===== src/hw/rtl/uart_tx_ring_queue_parity_assert.svh =====
// Assertion macros used by the queue control RTL.
`ifndef UART_TX_RING_QUEUE_PARITY_ASSERT_SVH
`define UART_TX_RING_QUEUE_PARITY_ASSERT_SVH

// Condition a in one cycle implies condition c in the next cycle.
`define UTRQ_ASSERT_NEXT(label, clk, rst_n, a, c) \
	label: assert property (@(posedge clk) disable iff (!rst_n) (a) |=> (c)) \
		else $error("queue assertion failed: next-cycle implication");

// Condition c holds at every clock edge outside reset.
`define UTRQ_ASSERT_ALWAYS(label, clk, rst_n, c) \
	label: assert property (@(posedge clk) disable iff (!rst_n) (c)) \
		else $error("queue assertion failed: invariant");

`endif


===== src/hw/rtl/utrq_pkg.sv =====
package utrq_pkg;

	// Default ring size in byte slots.
	localparam int UTRQ_DEPTH_DEF = 64;

	// Width of the fill level result field.
	localparam int FILL_W = 6;

	// Request kinds carried in the slave tuser.
	localparam logic REQ_ADD   = 1'b0;
	localparam logic REQ_READY = 1'b1;

	// Ninth bit rules.
	typedef enum logic [1:0] {
		PAR_ONE  = 2'd0,
		PAR_ZERO = 2'd1,
		PAR_EVEN = 2'd2,
		PAR_ODD  = 2'd3
	} parity_mode_t;

	localparam parity_mode_t PAR_RESET = PAR_EVEN;

	// Control results of one item, handed from the queue control to the output stage.
	typedef struct packed {
		logic              accepted;
		logic              pop;
		logic              finished;
		logic              drain;
		logic [FILL_W-1:0] fill;
	} utrq_res_t;

endpackage


===== src/hw/rtl/utrq_ring.sv =====
module utrq_ring
	import utrq_pkg::*;
#(
	parameter int QUEUE_DEPTH = UTRQ_DEPTH_DEF,
	localparam int PTR_W = $clog2(QUEUE_DEPTH)
) (
	input  logic             clk,
	input  logic             wr_en,
	input  logic [PTR_W-1:0] wr_addr,
	input  logic [7:0]       wr_data,
	input  logic             rd_en,
	input  logic [PTR_W-1:0] rd_addr,
	output logic [7:0]       rd_data_s1
);

	logic [7:0] mem [QUEUE_DEPTH];

	// Write port: one byte slot per cycle.
	always_ff @(posedge clk) begin
		if (wr_en) begin
			mem[wr_addr] <= wr_data;
		end
	end

	// Registered read port; the data holds until the next read.
	always_ff @(posedge clk) begin
		if (rd_en) begin
			rd_data_s1 <= mem[rd_addr];
		end
	end

endmodule


===== src/hw/rtl/utrq_ctrl.sv =====
module utrq_ctrl
	import utrq_pkg::*;
#(
	parameter int QUEUE_DEPTH = UTRQ_DEPTH_DEF,
	localparam int PTR_W = $clog2(QUEUE_DEPTH)
) (
	input  logic             clk,
	input  logic             arst_n,
	input  logic             in_valid,
	output logic             in_ready,
	input  logic             in_kind,
	input  logic [7:0]       in_byte,
	input  logic             in_idle,
	input  logic             s1_adv,
	output logic             s1_valid,
	output utrq_res_t        s1_res,
	output logic             mem_wr_en,
	output logic [PTR_W-1:0] mem_wr_addr,
	output logic [7:0]       mem_wr_data,
	output logic             mem_rd_en,
	output logic [PTR_W-1:0] mem_rd_addr
);

	`include "uart_tx_ring_queue_parity_assert.svh"

	localparam int CNT_W = PTR_W + 1;
	localparam logic [PTR_W-1:0] LAST_SLOT = PTR_W'(QUEUE_DEPTH - 1);
	localparam logic [CNT_W-1:0] DEPTH_CNT = CNT_W'(QUEUE_DEPTH);

	logic [PTR_W-1:0] wr_q, rd_q;
	logic             drain_q, fin_q;
	logic             s1_valid_q;
	utrq_res_t        res_s1;

	logic             accept, is_add, full, empty;
	logic [PTR_W-1:0] wr_nxt_slot, rd_nxt_slot;
	logic [PTR_W-1:0] wr_d, rd_d;
	logic             drain_d, fin_d, acc_d, pop_d;
	logic [CNT_W-1:0] fill_cnt;
	logic [FILL_W-1:0] fill_d;

	assign in_ready = !s1_valid_q || s1_adv;
	assign accept   = in_valid && in_ready;
	assign is_add   = (in_kind == REQ_ADD);

	// Ring neighbors and occupancy tests.
	assign wr_nxt_slot = (wr_q == LAST_SLOT) ? '0 : wr_q + 1'b1;
	assign rd_nxt_slot = (rd_q == LAST_SLOT) ? '0 : rd_q + 1'b1;
	assign full  = (wr_nxt_slot == rd_q);
	assign empty = (wr_q == rd_q);

	// Next queue state for the item at the input.
	always_comb begin
		wr_d    = wr_q;
		rd_d    = rd_q;
		drain_d = drain_q;
		fin_d   = fin_q;
		acc_d   = 1'b0;
		pop_d   = 1'b0;
		if (is_add) begin
			if (!full) begin
				wr_d  = wr_nxt_slot;
				acc_d = 1'b1;
				if (in_idle && !drain_q) begin
					drain_d = 1'b1;
					fin_d   = 1'b0;
				end
			end
		end else begin
			if (empty) begin
				drain_d = 1'b0;
				fin_d   = 1'b1;
			end else begin
				rd_d  = rd_nxt_slot;
				pop_d = 1'b1;
			end
		end
	end

	// Bytes waiting after this item.
	always_comb begin
		if (wr_d >= rd_d) begin
			fill_cnt = {1'b0, wr_d} - {1'b0, rd_d};
		end else begin
			fill_cnt = {1'b0, wr_d} + DEPTH_CNT - {1'b0, rd_d};
		end
	end

	generate
		if (CNT_W >= FILL_W) begin : g_fill_trunc
			assign fill_d = fill_cnt[FILL_W-1:0];
		end else begin : g_fill_ext
			assign fill_d = {{(FILL_W - CNT_W){1'b0}}, fill_cnt};
		end
	endgenerate

	// Memory access happens at the edge that takes the item.
	assign mem_wr_en   = accept && acc_d;
	assign mem_wr_addr = wr_q;
	assign mem_wr_data = in_byte;
	assign mem_rd_en   = accept && pop_d;
	assign mem_rd_addr = rd_q;

	// Queue state registers.
	always_ff @(posedge clk or negedge arst_n) begin
		if (!arst_n) begin
			wr_q    <= '0;
			rd_q    <= '0;
			drain_q <= 1'b0;
			fin_q   <= 1'b0;
		end else if (accept) begin
			wr_q    <= wr_d;
			rd_q    <= rd_d;
			drain_q <= drain_d;
			fin_q   <= fin_d;
		end
	end

	// Stage one valid flag.
	always_ff @(posedge clk or negedge arst_n) begin
		if (!arst_n) begin
			s1_valid_q <= 1'b0;
		end else if (in_ready) begin
			s1_valid_q <= in_valid;
		end
	end

	// Stage one result payload.
	always_ff @(posedge clk) begin
		if (accept) begin
			res_s1.accepted <= acc_d;
			res_s1.pop      <= pop_d;
			res_s1.finished <= fin_d;
			res_s1.drain    <= drain_d;
			res_s1.fill     <= fill_d;
		end
	end

	assign s1_valid = s1_valid_q;
	assign s1_res   = res_s1;

	// The pointers stay inside the ring.
	`UTRQ_ASSERT_ALWAYS(a_ptr_range, clk, arst_n, (wr_q <= LAST_SLOT) && (rd_q <= LAST_SLOT))
	// An add on a full ring is refused and leaves the write pointer alone.
	`UTRQ_ASSERT_NEXT(a_full_reject, clk, arst_n, accept && is_add && full,
		s1_valid_q && !res_s1.accepted && $stable(wr_q))
	// A ready item on an empty ring stops draining and pops nothing.
	`UTRQ_ASSERT_NEXT(a_empty_ready, clk, arst_n, accept && !is_add && empty,
		!res_s1.pop && res_s1.finished && !res_s1.drain && $stable(rd_q))
	// A stalled stage one keeps its result.
	`UTRQ_ASSERT_NEXT(a_s1_hold, clk, arst_n, s1_valid_q && !s1_adv,
		s1_valid_q && $stable(res_s1))

endmodule


===== src/hw/rtl/utrq_out.sv =====
module utrq_out
	import utrq_pkg::*;
(
	input  logic         clk,
	input  logic         arst_n,
	input  logic         s1_valid,
	input  utrq_res_t    s1_res,
	input  logic [7:0]   rd_data_s1,
	input  parity_mode_t mode,
	output logic         s1_adv,
	output logic         out_valid,
	input  logic         out_ready,
	output logic [23:0]  out_data
);

	logic        out_valid_q;
	logic [23:0] out_data_q;
	logic [7:0]  byte_d;
	logic        par_d;

	assign s1_adv = !out_valid_q || out_ready;

	// The popped byte, zero when nothing leaves the ring.
	assign byte_d = s1_res.pop ? rd_data_s1 : 8'h00;

	// Ninth bit by the selected rule.
	always_comb begin
		unique case (mode)
			PAR_ONE:  par_d = 1'b1;
			PAR_ZERO: par_d = 1'b0;
			PAR_EVEN: par_d = ^byte_d;
			PAR_ODD:  par_d = ~^byte_d;
			default:  par_d = 1'b0;
		endcase
	end

	// Result register valid flag.
	always_ff @(posedge clk or negedge arst_n) begin
		if (!arst_n) begin
			out_valid_q <= 1'b0;
		end else if (s1_adv) begin
			out_valid_q <= s1_valid;
		end
	end

	// Result register payload.
	always_ff @(posedge clk) begin
		if (s1_adv && s1_valid) begin
			out_data_q <= {5'd0, s1_res.fill, s1_res.drain, s1_res.finished,
				par_d && s1_res.pop, byte_d, s1_res.pop, s1_res.accepted};
		end
	end

	assign out_valid = out_valid_q;
	assign out_data  = out_data_q;

endmodule


===== src/hw/rtl/uart_tx_ring_queue_parity.sv =====
// UART transmit ring queue with a ninth parity bit.
// Slave channel: one item per handshake; s_tuser selects an add (0) or a
// transmitter-ready event (1). An add stores the byte unless the ring is full,
// in which case it is refused and reported through the accepted bit.
// Master channel: exactly one result item for every input item, in order,
// carrying accepted, the popped byte with its ninth bit, the finished and
// drain flags and the fill level after the item.
// Configuration channel: cfg_data sets the ninth-bit rule (one, zero, even,
// odd); cfg_ready is always high. Write it only while the block is idle.
// Pipeline: an item is registered in stage one, then in the result register.
// Throughput: one item per cycle while m_tready stays high, set by the single
// write port and registered read port of the ring memory.
// Reset: the ring is empty, both flags are clear and the rule is even parity.
// The ring contents need no clearing, since only written slots are read.
// Stall: when m_tready is low the result register and stage one hold, and
// s_tready drops once both are occupied; nothing is lost or repeated.
module uart_tx_ring_queue_parity
	import utrq_pkg::*;
#(
	parameter int QUEUE_DEPTH = UTRQ_DEPTH_DEF,
	localparam int PTR_W = $clog2(QUEUE_DEPTH)
) (
	input  logic        clk,
	input  logic        arst_n,
	input  logic        s_tvalid,
	output logic        s_tready,
	input  logic [15:0] s_tdata,  // [7:0] data_byte, [8] tx_idle, [15:9] zero
	input  logic        s_tuser,  // [0] req_type
	output logic        m_tvalid,
	input  logic        m_tready,
	output logic [23:0] m_tdata,  // [0] accepted, [1] tx_valid, [9:2] tx_byte,
	                              // [10] tx_parity_bit, [11] queue_finished,
	                              // [12] drain_enabled, [18:13] fill_level, [23:19] zero
	input  logic        cfg_valid,
	output logic        cfg_ready,
	input  logic [1:0]  cfg_data
);

	parity_mode_t     mode_q;
	logic             s1_adv, s1_valid;
	utrq_res_t        s1_res;
	logic [7:0]       rd_data_s1;
	logic             mem_wr_en, mem_rd_en;
	logic [PTR_W-1:0] mem_wr_addr, mem_rd_addr;
	logic [7:0]       mem_wr_data;

	assign cfg_ready = 1'b1;

	// Parity rule register.
	always_ff @(posedge clk or negedge arst_n) begin
		if (!arst_n) begin
			mode_q <= PAR_RESET;
		end else if (cfg_valid && cfg_ready) begin
			mode_q <= parity_mode_t'(cfg_data);
		end
	end

	utrq_ctrl #(
		.QUEUE_DEPTH(QUEUE_DEPTH)
	) u_ctrl (
		.clk        (clk),
		.arst_n     (arst_n),
		.in_valid   (s_tvalid),
		.in_ready   (s_tready),
		.in_kind    (s_tuser),
		.in_byte    (s_tdata[7:0]),
		.in_idle    (s_tdata[8]),
		.s1_adv     (s1_adv),
		.s1_valid   (s1_valid),
		.s1_res     (s1_res),
		.mem_wr_en  (mem_wr_en),
		.mem_wr_addr(mem_wr_addr),
		.mem_wr_data(mem_wr_data),
		.mem_rd_en  (mem_rd_en),
		.mem_rd_addr(mem_rd_addr)
	);

	utrq_ring #(
		.QUEUE_DEPTH(QUEUE_DEPTH)
	) u_ring (
		.clk       (clk),
		.wr_en     (mem_wr_en),
		.wr_addr   (mem_wr_addr),
		.wr_data   (mem_wr_data),
		.rd_en     (mem_rd_en),
		.rd_addr   (mem_rd_addr),
		.rd_data_s1(rd_data_s1)
	);

	utrq_out u_out (
		.clk       (clk),
		.arst_n    (arst_n),
		.s1_valid  (s1_valid),
		.s1_res    (s1_res),
		.rd_data_s1(rd_data_s1),
		.mode      (mode_q),
		.s1_adv    (s1_adv),
		.out_valid (m_tvalid),
		.out_ready (m_tready),
		.out_data  (m_tdata)
	);

endmodule


===== config.mk =====
export PLATFORM = sky130hd
export DESIGN_NAME = uart_tx_ring_queue_parity
export DESIGN_NICKNAME = d
export VERILOG_FILES = /design/src/hw/rtl/utrq_pkg.sv /design/src/hw/rtl/utrq_ring.sv /design/src/hw/rtl/utrq_ctrl.sv /design/src/hw/rtl/utrq_out.sv /design/src/hw/rtl/uart_tx_ring_queue_parity.sv
export VERILOG_INCLUDE_DIRS = /design/src /design/src/hw/rtl
export SDC_FILE = /design/constraint.sdc
export NUM_CORES = 1
export LEC_CHECK = 0
export BUFFER_PORTS_ARGS = -buffer_cell sky130_fd_sc_hd__buf_4
export CORE_MARGIN = 2
export CORE_UTILIZATION = 45
export DETAILED_ROUTE_END_ITERATION = 8
export GPL_ROUTABILITY_DRIVEN = 0
export GPL_TIMING_DRIVEN = 0
export PLACE_DENSITY_LB_ADDON = 0.1
export SYNTH_ARGS = -nofsm -noshare
export SYNTH_HDL_FRONTEND = slang
export SYNTH_SLANG_ARGS = --single-unit
export TNS_END_PERCENT = 1

===== constraint.sdc =====
create_clock -name clk -period 3.31 [get_ports clk]
set_clock_uncertainty 0.1 [all_clocks]
set_input_delay 0 -clock clk [delete_from_list [all_inputs] [get_ports clk]]
set_output_delay 0 -clock clk [all_outputs]
set_load 0.05 [all_outputs]

==> results.yml, run 1 <==
timing:
  period_needed_ns: 3.55
  layout_setup_ws_ns: -0.235
  finalSetupViolCount: 129
  slew_viol_final: 0
  worst-slew-pin-transition_ns: 1.05
  rsz0062_at_grt: "true"
  max-slew-margin-rel: 0.296
  fmax_ghz: 0.282
  finalHoldViolCount: 0
  fin_crit_sh: 1.07
  hold_slack_ns: 0.0823
synth:
  ys_ff_latch: 567
  synth_area_leaders: "edfxtp_1 73%, mux4_2 13%, dfrtp_1 1.9%"
  synthMuxAreaShare: 0.138
  yosys.area_share.simple: 0.0393
  yosysTopAreaCellShare: 0.727
  yosysSeqAreaShare: 0.747
  synthArstFlopShare: 0.0317
  synth_most_common_cell: "edfxtp_1"
  post_synth_inst_count: 1172
  synth_edf_count: 549
  ys.flop_type: "edfxtp_1"
  synth_fa_ha_area_frac: 0.00475
  syn_avg_cell_area_um2: 19.3
  synth_top_family_by_area: "multiplexers"
  synth_area_mm2: 0.0227
  yosys-top-cells-count: "549 x edfxtp_1, 128 x mux4_2, 88 x nor2_1, 37 x clkbuf_1, 35 x o21ai_0"
  synth-compound-area-share: 0.0407
  yosysWarnings: 0
  synthXorXnorAreaFrac: 0.0114
  synth.largest_area_cell: "edfxtp_1"
  ys_types: 56
clocking:
  clk_pin_slew_worst_paths_ns: 0.06
  clock_latency_ns: 0.62
  clk_path_buf_depth: 3
  clock-root-buffer: "clkbuf_16"
  cts_tree: "done"
  cts_made_buffers: 59
  htree_levels: 2
  tritoncts_num_sinks: 567
finish:
  fin_util: 0.537
  finalNetCount: 1359
  area_growth_pct: 18.3
  fin_cells: 2049
  n_antenna_cell: 0
  drive_above_1_share: 0.315
  fill_cells: 3998
placement:
  portBuffers: 37
  dp.cells: 1901
  hpwl_mm: 35.4
route:
  drcViolationCount: 0
  viasPerCell: 5.73
  ant_nets: 0
  wire_per_inst_um: 27.6
  wirelength_mm: 56.5
  first_pass_iters: 5
  vias: 11700
  drtIter0Drc: 1395
critical_path:
  r2r_slack_ns: -0.24
  crit_path_top_delay_cell: "nor2_2"
  cp_max_fo: 10
  path_cells: "ha_4, and3_4, nand3_4, and4b_4, o311ai_4, o21a_1, buf_6, nand3_2, nor2_2"
  cp_top_family: "simple AND/OR/NAND/NOR gates"
  rr_startpoint: "u_ctrl.mem_wr_addr[1]$_DFFE_PN0P_"
  crit_arrival_ns: 3.69
  r2r_cells: 9
  required_ns: 3.45
  worst_setup_path_end_kind: "flip-flop"
  critPathBufInv: 1
  critical_path_class: "flip-flop to flip-flop"
  crit_start: "u_ctrl.mem_wr_addr[1]$_DFFE_PN0P_"
  timing.rr.end: "u_ring.mem[31][5]$_DFFE_PP_"
  slowest_delay_ns: 0.64
  critical_path.startpoint_type: "flip-flop"
power:
  ir_drop_uv: 429
  p_leak_nw: 8.47
  power_density_mw_per_mm2: 845
  p_sw_w: 0.00764
  power_frac_seq: 0.374
  combPwrFrac: 0.346
  swShare: 0.337
  intPower_w: 0.0150
  p_clk_frac: 0.280
global_route:
  grt_max_degree: 65
  grtUsageTotal: 0.218
  antenna_found_initial: 0
  grt-ovfl-total: 0
  grt_pass1_wl_mm: 82.3
  grt_pass1_vias: 12100
floorplan:
  core_area_mm2: 0.0500
  rows: 82
  die_area_mm2: 0.0522
  io_pins: 51
  dieHeight_um: 228
  start_util: 0.454
  die_w_um: 228
flow_run:
  cap_violations: 0
worst_hold_path:
  hp-class: "primary input to flip-flop"
  whs_path_depth: 3
  hold_start: "cfg_valid"
  hold_path_end: "mode_q[1]$_DFFE_PN1P_"
status:
  violations: "setup timing"
  status: "finished with violations"
## flip-flops by register name, indices dropped and copies added, names as in the netlist
register and flops:
u_ctrl.mem_rd_addr 6, u_ctrl.fin_q 1, u_ctrl.mem_wr_addr 6, u_out.out_valid 1, u_ctrl.drain_q 1, u_ctrl.s1_valid 1, u_ring.rd_data_s1 8, u_out.out_data 19
u_ctrl.s1_res 10, u_ring.mem 512, mode_q 2
## logic make-up (layout without fill, tap and decap cells)
kind of cell    count (synthesis)  in the layout
compound gates                134            134
xor+xnor                       28             28
fa+ha+maj                       8              8
buf+inv                        93            294
flops                         567            567
mux                           152            152
other cells                     2              6
simple gates                  188            188
## worst max-delay path by stage
stage,cells after the start,slack (ns),to
4_1_cts,15,-0.30,u_ctrl.s1_res[4]$_DFFE_PP_
3_3_place_gp,8,-1.34,u_ring.mem[11][4]$_DFFE_PP_
3_5_place_dp,9,-1.02,u_ring.mem[13][1]$_DFFE_PP_
2_1_floorplan,6,-0.18,u_ring.mem[11][0]$_DFFE_PP_
6_report,9,-0.24,u_ring.mem[31][5]$_DFFE_PP_
5_1_grt,16,-0.38,u_ctrl.s1_res[5]$_DFFE_PP_
## cell type report
| class | count | area [um^2] | area share |
|---|---|---|---|
| buffer | 76 | 430 | 0.0161 |
| clock buffer | 77 | 1600 | 0.0595 |
| sequential | 567 | 16900 | 0.632 |
| clock inverter | 34 | 250 | 0.00933 |
| timing repair buffer | 94 | 768 | 0.0287 |
| multi-input combinational | 516 | 5940 | 0.221 |
| inverter | 13 | 48.8 | 0.00182 |
| tap | 672 | 841 | 0.0314 |
## power by group through the flow
stage	sequential [W]	combinational, W	clock (W)
detailed placement	0.00858	0.00727	0
finish	0.00847	0.00784	0.00634
floorplan	0.00868	0.00460	0
CTS	0.00844	0.00762	0.00646
global route	0.00849	0.00830	0.00673
global placement	0.00857	0.00718	0
## through the flow
| stage | area (um^2) | power [W] | setup slack, ns | setup TNS [ns] |
|---|---|---|---|---|
| 2_1_floorplan | 22700 | 0.0133 | -0.179 | -22.63 |
| 4_1_cts | 26500 | 0.0225 | -0.297 | -39.71 |
| 3_3_place_gp | 23800 | 0.0158 | -1.34 | -406.27 |
| 6_report | 26800 | 0.0227 | -0.235 | -16.27 |
| 3_5_place_dp | 24000 | 0.0159 | -1.02 | -310.29 |
| 5_1_grt | 26800 | 0.0235 | -0.381 | -34.81 |
## cell usage in the layout, fill, tap and decap left out, drive strengths merged, types with 7 or more instances in the layout
cell,n
mux4,128
clkinv,28
ha,7
dfrtp,17
nand3,13
a22oi,8
dlygate4sd3,21
a21oi,20
a211oi,17
o221ai,8
a221oi,11
nor2,88
o22ai,9
mux2i,19
buf,112
nor4,16
inv,15
nand2b,8
and2,13
clkbuf,114
xnor2,22
nand2,27
edfxtp,549
o21ai,35
## worst min-delay path, cell delays in order
cell	delay, ns
buf_4	0.09
mux2_2	0.13
dlygate4sd3_1	0.54
## routing by layer
layer	vias to the layer above	global-route usage	share of wire
met5	-	0	0
met4	0	0.0825	0.037
met3	107	0.0322	0.057
met2	413	0.343	0.47
met1	6115	0.311	0.43
li1	5110	-	-
## what timing repair did
item                                    CTS  global route
hold buffers                             21             0
hold endpoints to repair                544             0
resized for setup                       113            58
gates cloned                              0             1
endpoints found under the setup margin  523           488
setup buffers                             5            14
pin swaps                                 7            36
(Power assumes the default switching activity.)
==> run 2: changes to the inputs <==
--- a/config.mk
+++ b/config.mk
@@ -12,7 +12,7 @@
 export DETAILED_ROUTE_END_ITERATION = 8
 export GPL_ROUTABILITY_DRIVEN = 0
 export GPL_TIMING_DRIVEN = 0
-export PLACE_DENSITY_LB_ADDON = 0.1
+export PLACE_DENSITY = 0.61
 export SYNTH_ARGS = -nofsm -noshare
 export SYNTH_HDL_FRONTEND = slang
 export SYNTH_SLANG_ARGS = --single-unit
==> run 2 against run 1 <==
  * The flow still finishes with violations (setup timing)
  * Non-clock buffer count fell by 3
  * Sequential share of layout area fell by 0.17 points
  * Core utilization rose by 0.15 points
  * Critical endpoint is now u_ctrl.s1_res[5]$_DFFE_PP_
  * Wire length fell by 4.1%
==> results.yml, run 2 (synthesis gave the netlist of run 1 again) <==
timing:
  max-slew-margin-rel: 0.239
  finalSetupViolCount: 105
  fin_tns_setup_ns: -5.70
  finalHoldViolCount: 0
  fmax_ghz: 0.291
  worst-slew-pin-transition_ns: 1.14
  layout_setup_ws_ns: -0.122
  period_needed_ns: 3.43
  slew_viol_final: 0
  fin_crit_sh: 1.04
  rsz0062_at_grt: "true"
route:
  wirelength_mm: 54.2
  first_pass_iters: 7
  vias: 12000
  viasPerCell: 5.85
  drtIter0Drc: 1242
  wire_per_inst_um: 26.5
  ant_nets: 0
  drcViolationCount: 0
global_route:
  grt-ovfl-total: 0
  grt_max_degree: 65
  grt_pass1_wl_mm: 80.0
  grt_pass1_vias: 12000
  grtUsageTotal: 0.210
  antenna_found_initial: 0
flow_run:
  cap_violations: 0
floorplan:
  dieHeight_um: 228
  die_w_um: 228
  die_area_mm2: 0.0522
  rows: 82
  start_util: 0.454
  core_area_mm2: 0.0500
  io_pins: 51
finish:
  drive_above_1_share: 0.327
  layout_commonest_cell: "edfxtp_1"
  final_cell_area_mm2: 0.0269
  final_cell_mix: "549 x edfxtp_1, 128 x mux4_2, 78 x buf_4"
  largest_reg_flops: 512
  largest_register: "u_ring.mem"
  finalNetCount: 1355
  n_antenna_cell: 0
  area_growth_pct: 18.6
critical_path:
  required_ns: 3.57
  critical_path_class: "flip-flop to flip-flop"
  worst_setup_path_end_kind: "flip-flop"
  critical_path.startpoint_type: "flip-flop"
  crit_arrival_ns: 3.69
  cp_max_fo: 6
power:
  intPower_w: 0.0153
  ir_drop_uv: 461
  power_frac_seq: 0.370
  p_clk_frac: 0.290
  combPwrFrac: 0.339
  p_sw_w: 0.00763
  swShare: 0.333
  p_leak_nw: 8.49
  power_density_mw_per_mm2: 853
status:
  violations: "setup timing"
  status: "finished with violations"
clocking:
  clk_path_buf_depth: 3
  cts_tree: "done"
  htree_levels: 2
  clk_pin_slew_worst_paths_ns: 0.06
  clock-root-buffer: "clkbuf_16"
  tritoncts_num_sinks: 567
  clock_latency_ns: 0.62
  cts_made_buffers: 58
placement:
  portBuffers: 37
  dpl-instance-area_mm2: 0.0240
  hpwl_mm: 34.2
worst_hold_path:
  hp-class: "primary input to flip-flop"
run 2: changes by cell type in the layout (fill, tap and decap cells not counted), moves of 3 or more:
cell	delta
buf_6	-6
bufinv_16	+5
clkbuf_1	-4
clkbuf_8	-3
clkinv_1	-10
clkinv_2	+6
clkinvlp_4	+3
dfrtp_1	-3
dfrtp_2	+3
run 2: path summary, 6_finish.rpt:
| check | from | end | slack (ns) | depth (start not counted) |
|---|---|---|---|---|
| max | u_ctrl.mem_wr_addr[0]$_DFFE_PN0P_ | u_ctrl.s1_res[5]$_DFFE_PP_ | -0.12 | 15 |
| min | cfg_valid | mode_q[0]$_DFFE_PN0P_ | 0.08 | 3 |
| max reg2reg | u_ctrl.mem_wr_addr[0]$_DFFE_PN0P_ | u_ctrl.s1_res[5]$_DFFE_PP_ | -0.12 | 15 |
| min reg2reg | u_ctrl.s1_res[2]$_DFFE_PP_ | u_out.out_data[15]$_DFFE_PP_ | 0.32 | 0 |
| max in group asynchronous | arst_n | u_ctrl.mem_wr_addr[2]$_DFFE_PN0P_ | 1.89 | 3 |
| min in group asynchronous | arst_n | mode_q[0]$_DFFE_PN0P_ | 0.53 | 3 |
run 2: metal layers:
| metal | up-vias | share of wire | GRT usage |
|---|---|---|---|
| met5 | - | 0 | 0 |
| met4 | 0 | 0.036 | 0.0803 |
| met3 | 115 | 0.068 | 0.0394 |
| met2 | 503 | 0.46 | 0.315 |
| met1 | 6248 | 0.44 | 0.307 |
| li1 | 5100 | - | - |
run 2: critical path: stages, from the launching register on:
cell and delay, ns:
dfrtp_2 0.42, ha_4 0.19, and3_4 0.21, nand3_4 0.09, nor3_1 0.31, o311ai_4 0.16
o21a_1 0.24, buf_4 0.18, o21ai_4 0.15, ha_1 0.25, a21o_1 0.20, a21oi_2 0.16
o21bai_1 0.08, a21oi_1 0.17, xnor2_1 0.16, xnor2_1 0.09
run 2: final cells by class:
cell class                 count  area (um^2)
buffer                        75          387
clock buffer                  66         1480
clock inverter                43          467
fill                        3851        23100
inverter                      13         48.8
multi-input combinational    516         5950
sequential                   567        16900
tap                          672          841
timing repair buffer          92          772
run 2: per-stage QoR:
stage               setup WS, ns  hold WS (ns)  total power (W)  utilization  std cells
floorplan                 -0.179        -0.396           0.0133            -       1176
global placement           -1.50        -0.201           0.0155        0.476       1885
detailed placement        -0.795        -0.191           0.0156        0.481       1901
CTS                       -0.133        0.0414           0.0228        0.534       2043
global route              -0.364        0.0733           0.0238        0.538       2044
finish                    -0.122        0.0778           0.0229        0.538       2044
run 2: power groups by stage:
stage	combinational, W	sequential [W]	clock, W
2_1_floorplan	0.00460	0.00868	0
3_3_place_gp	0.00696	0.00857	0
3_5_place_dp	0.00706	0.00859	0
4_1_cts	0.00752	0.00847	0.00677
5_1_grt	0.00819	0.00852	0.00705
6_report	0.00777	0.00849	0.00666
run 2: what timing repair did:
item | in CTS | in global routing
endpoints found under the hold margin | 544 | 0
hold buffers | 21 | 0
resized for setup | 112 | 53
buffers inserted | 15 | 2
endpoints found under the setup margin | 503 | 434
cloned | 1 | 0
pin swaps | 12 | 11
==> run 3: changes to the inputs <==
--- a/config.mk
+++ b/config.mk
@@ -11,7 +11,6 @@
 export CORE_UTILIZATION = 45
 export DETAILED_ROUTE_END_ITERATION = 8
 export GPL_ROUTABILITY_DRIVEN = 0
-export GPL_TIMING_DRIVEN = 0
 export PLACE_DENSITY = 0.61
 export SYNTH_ARGS = -nofsm -noshare
 export SYNTH_HDL_FRONTEND = slang
==> run 3 against run 2 <==
  * The flow still finishes with violations (setup timing)
  * Count of clock-buffer cells in the layout increased by 13
  * Power down 2.8%
  * Via count decreased by 1.8%
  * Sequential share of layout area grew 0.18 points
  * Maximum frequency increased by 2.3%
  * Final cell count is 2.3% higher
  * Register-to-register slack gained 0.08 ns
  * Wire length shrank 7.5%
  * Hold slack improved by 0.022 ns
  * Core utilization decreased by 0.15 points
  * Critical path type unchanged
  * Largest cell class unchanged
  * Highest routed layer unchanged
==> results.yml, run 3 (synthesis gave the netlist of run 1 again) <==
status:
  status: "finished with violations"
  violations: "setup timing"
timing:
  max-slew-margin-rel: 0.322
  worst-slew-pin-transition_ns: 1.01
  period_needed_ns: 3.36
  rsz0062_at_grt: "true"
  finalHoldViolCount: 0
  layout_setup_ws_ns: -0.0462
  fmax_ghz: 0.298
  slew_viol_final: 0
  finalSetupViolCount: 7
  fin_crit_sh: 1.01
  fin_tns_setup_ns: -0.0877
finish:
  final_cell_area_mm2: 0.0268
  finalNetCount: 1408
  largest_register: "u_ring.mem"
  largest_reg_flops: 512
  layout_commonest_cell: "edfxtp_1"
  area_growth_pct: 18.3
  final_cell_mix: "549 x edfxtp_1, 194 x buf_4, 128 x mux4_2"
  n_antenna_cell: 0
  drive_above_1_share: 0.309
global_route:
  grt_max_degree: 76
  grt_pass1_wl_mm: 75.8
  grt-busiest-layer: "met2"
  antenna_found_initial: 0
  grt_pass1_vias: 11900
  grt_util_met1: 0.275
  grt.met2_usage: 0.309
  grt-ovfl-total: 0
  use_met3: 0.0324
  grtUsageTotal: 0.194
power:
  power_frac_seq: 0.381
  ir_drop_uv: 419
  swShare: 0.311
  p_clk_frac: 0.272
  power_density_mw_per_mm2: 831
  p_sw_w: 0.00694
  intPower_w: 0.0153
  combPwrFrac: 0.347
  p_leak_nw: 8.79
critical_path:
  critical_path.startpoint_type: "flip-flop"
  critical_path_class: "flip-flop to flip-flop"
  crit_arrival_ns: 3.60
  required_ns: 3.55
  worst_setup_path_end_kind: "flip-flop"
  timing.rr.end: "u_ctrl.s1_res[4]$_DFFE_PP_"
  r2r_cells: 14
  r2r_slack_ns: -0.05
  cp_max_fo: 7
  rr_startpoint: "u_ctrl.mem_wr_addr[1]$_DFFE_PN0P_"
clocking:
  htree_levels: 2
  clk_pin_slew_worst_paths_ns: 0.06
  cts_made_buffers: 56
  clock-root-buffer: "clkbuf_16"
  clock_latency_ns: 0.60
  tritoncts_num_sinks: 567
  clk_path_buf_depth: 3
  cts_tree: "done"
worst_hold_path:
  hold_path_end: "mode_q[0]$_DFFE_PN0P_"
  hp-class: "primary input to flip-flop"
  hold_start: "cfg_valid"
  whs_path_depth: 3
route:
  drcViolationCount: 0
  viasPerCell: 5.62
  drtIter0Drc: 1185
  wire_per_inst_um: 24.0
  first_pass_iters: 5
  vias: 11700
  wirelength_mm: 50.1
  ant_nets: 0
placement:
  portBuffers: 37
  dpl-instance-area_mm2: 0.0247
  hpwl_mm: 30.4
floorplan:
  rows: 82
  dieHeight_um: 228
  core_area_mm2: 0.0500
  io_pins: 51
  die_w_um: 228
  die_area_mm2: 0.0522
  start_util: 0.454
flow_run:
  cap_violations: 0
## run 3: changes by cell type in the layout (fill, tap and decap cells not counted), sizes merged
cell | before | now
buf | 107 | 202
clkbuf | 105 | 79
clkinv | 27 | 14
bufinv | 8 | 3
clkinvlp | 4 | 2
dlygate4sd3 | 21 | 20
inv | 17 | 16
## run 3: power by group through the flow
stage | Clock (W) | Sequential, W | Combinational (W)
global placement | 0 | 0.00862 | 0.00749
CTS | 0.00619 | 0.00849 | 0.00761
floorplan | 0 | 0.00868 | 0.00460
detailed placement | 0 | 0.00863 | 0.00750
finish | 0.00606 | 0.00850 | 0.00772
global route | 0.00649 | 0.00852 | 0.00827
## run 3: routing by layer
metal / wire [um] / up-vias
li1: - / 5179
met1: 21800 / 6091
met2: 23900 / 381
met3: 2830 / 95
met4: 1650 / 0
met5: 0 / -
## run 3: area by class of cell
cell class	count	area [um^2]
multi-input cells	516	5440
clock buffers	79	1550
repair buffers	222	1800
fillers	3932	23200
flip-flops and latches	567	16900
clock inverters	22	189
well taps	672	841
inverters	13	48.8
## run 3: repair_timing
action,CTS,global route
endpoints found under the setup margin,2,181
pin swaps,2,15
hold buffers,20,0
setup buffers,2,2
resized for setup,6,17
hold endpoints to repair,543,0
## run 3: worst max path at each step
stage | slack (ns) | depth (start not counted) | end | startpoint
3_5_place_dp | -0.12 | 14 | u_ctrl.s1_res[5]$_DFFE_PP_ | u_ctrl.mem_wr_addr[0]$_DFFE_PN0P_
3_3_place_gp | -0.07 | 15 | u_ctrl.s1_res[5]$_DFFE_PP_ | u_ctrl.mem_wr_addr[0]$_DFFE_PN0P_
6_report | -0.05 | 14 | u_ctrl.s1_res[4]$_DFFE_PP_ | u_ctrl.mem_wr_addr[1]$_DFFE_PN0P_
4_1_cts | 0.01 | 15 | u_ctrl.s1_res[5]$_DFFE_PP_ | u_ctrl.mem_wr_addr[0]$_DFFE_PN0P_
2_1_floorplan | -0.18 | 6 | u_ring.mem[11][0]$_DFFE_PP_ | u_out.out_valid$_DFFE_PN0P_
5_1_grt | -0.16 | 15 | u_ctrl.s1_res[5]$_DFFE_PP_ | u_ctrl.mem_wr_addr[1]$_DFFE_PN0P_
## run 3: worst max-delay path: stages, from the launching register on
cell and delay [ns]:
dfrtp_1 0.42, ha_4 0.19, and3_1 0.23, nand3_2 0.14, and4b_4 0.25, o311ai_4 0.24, o21a_4 0.22, mux2i_2 0.22
ha_2 0.20, inv_2 0.05, fa_1 0.40, a21oi_1 0.17, nor2_1 0.06, nor2_1 0.11, xnor2_1 0.08
## run 3: through the flow
stage               power, W  cells  hold slack (ns)   util  setup WS [ns]
finish                0.0223   2091           0.0994  0.537        -0.0462
global route          0.0233   2091           0.0816  0.537         -0.165
CTS                   0.0223   2089           0.0643  0.535         0.0125
detailed placement    0.0161   1966           -0.193  0.495         -0.120
global placement      0.0161   1966           -0.200  0.495        -0.0667
floorplan             0.0133   1176           -0.396      -         -0.179
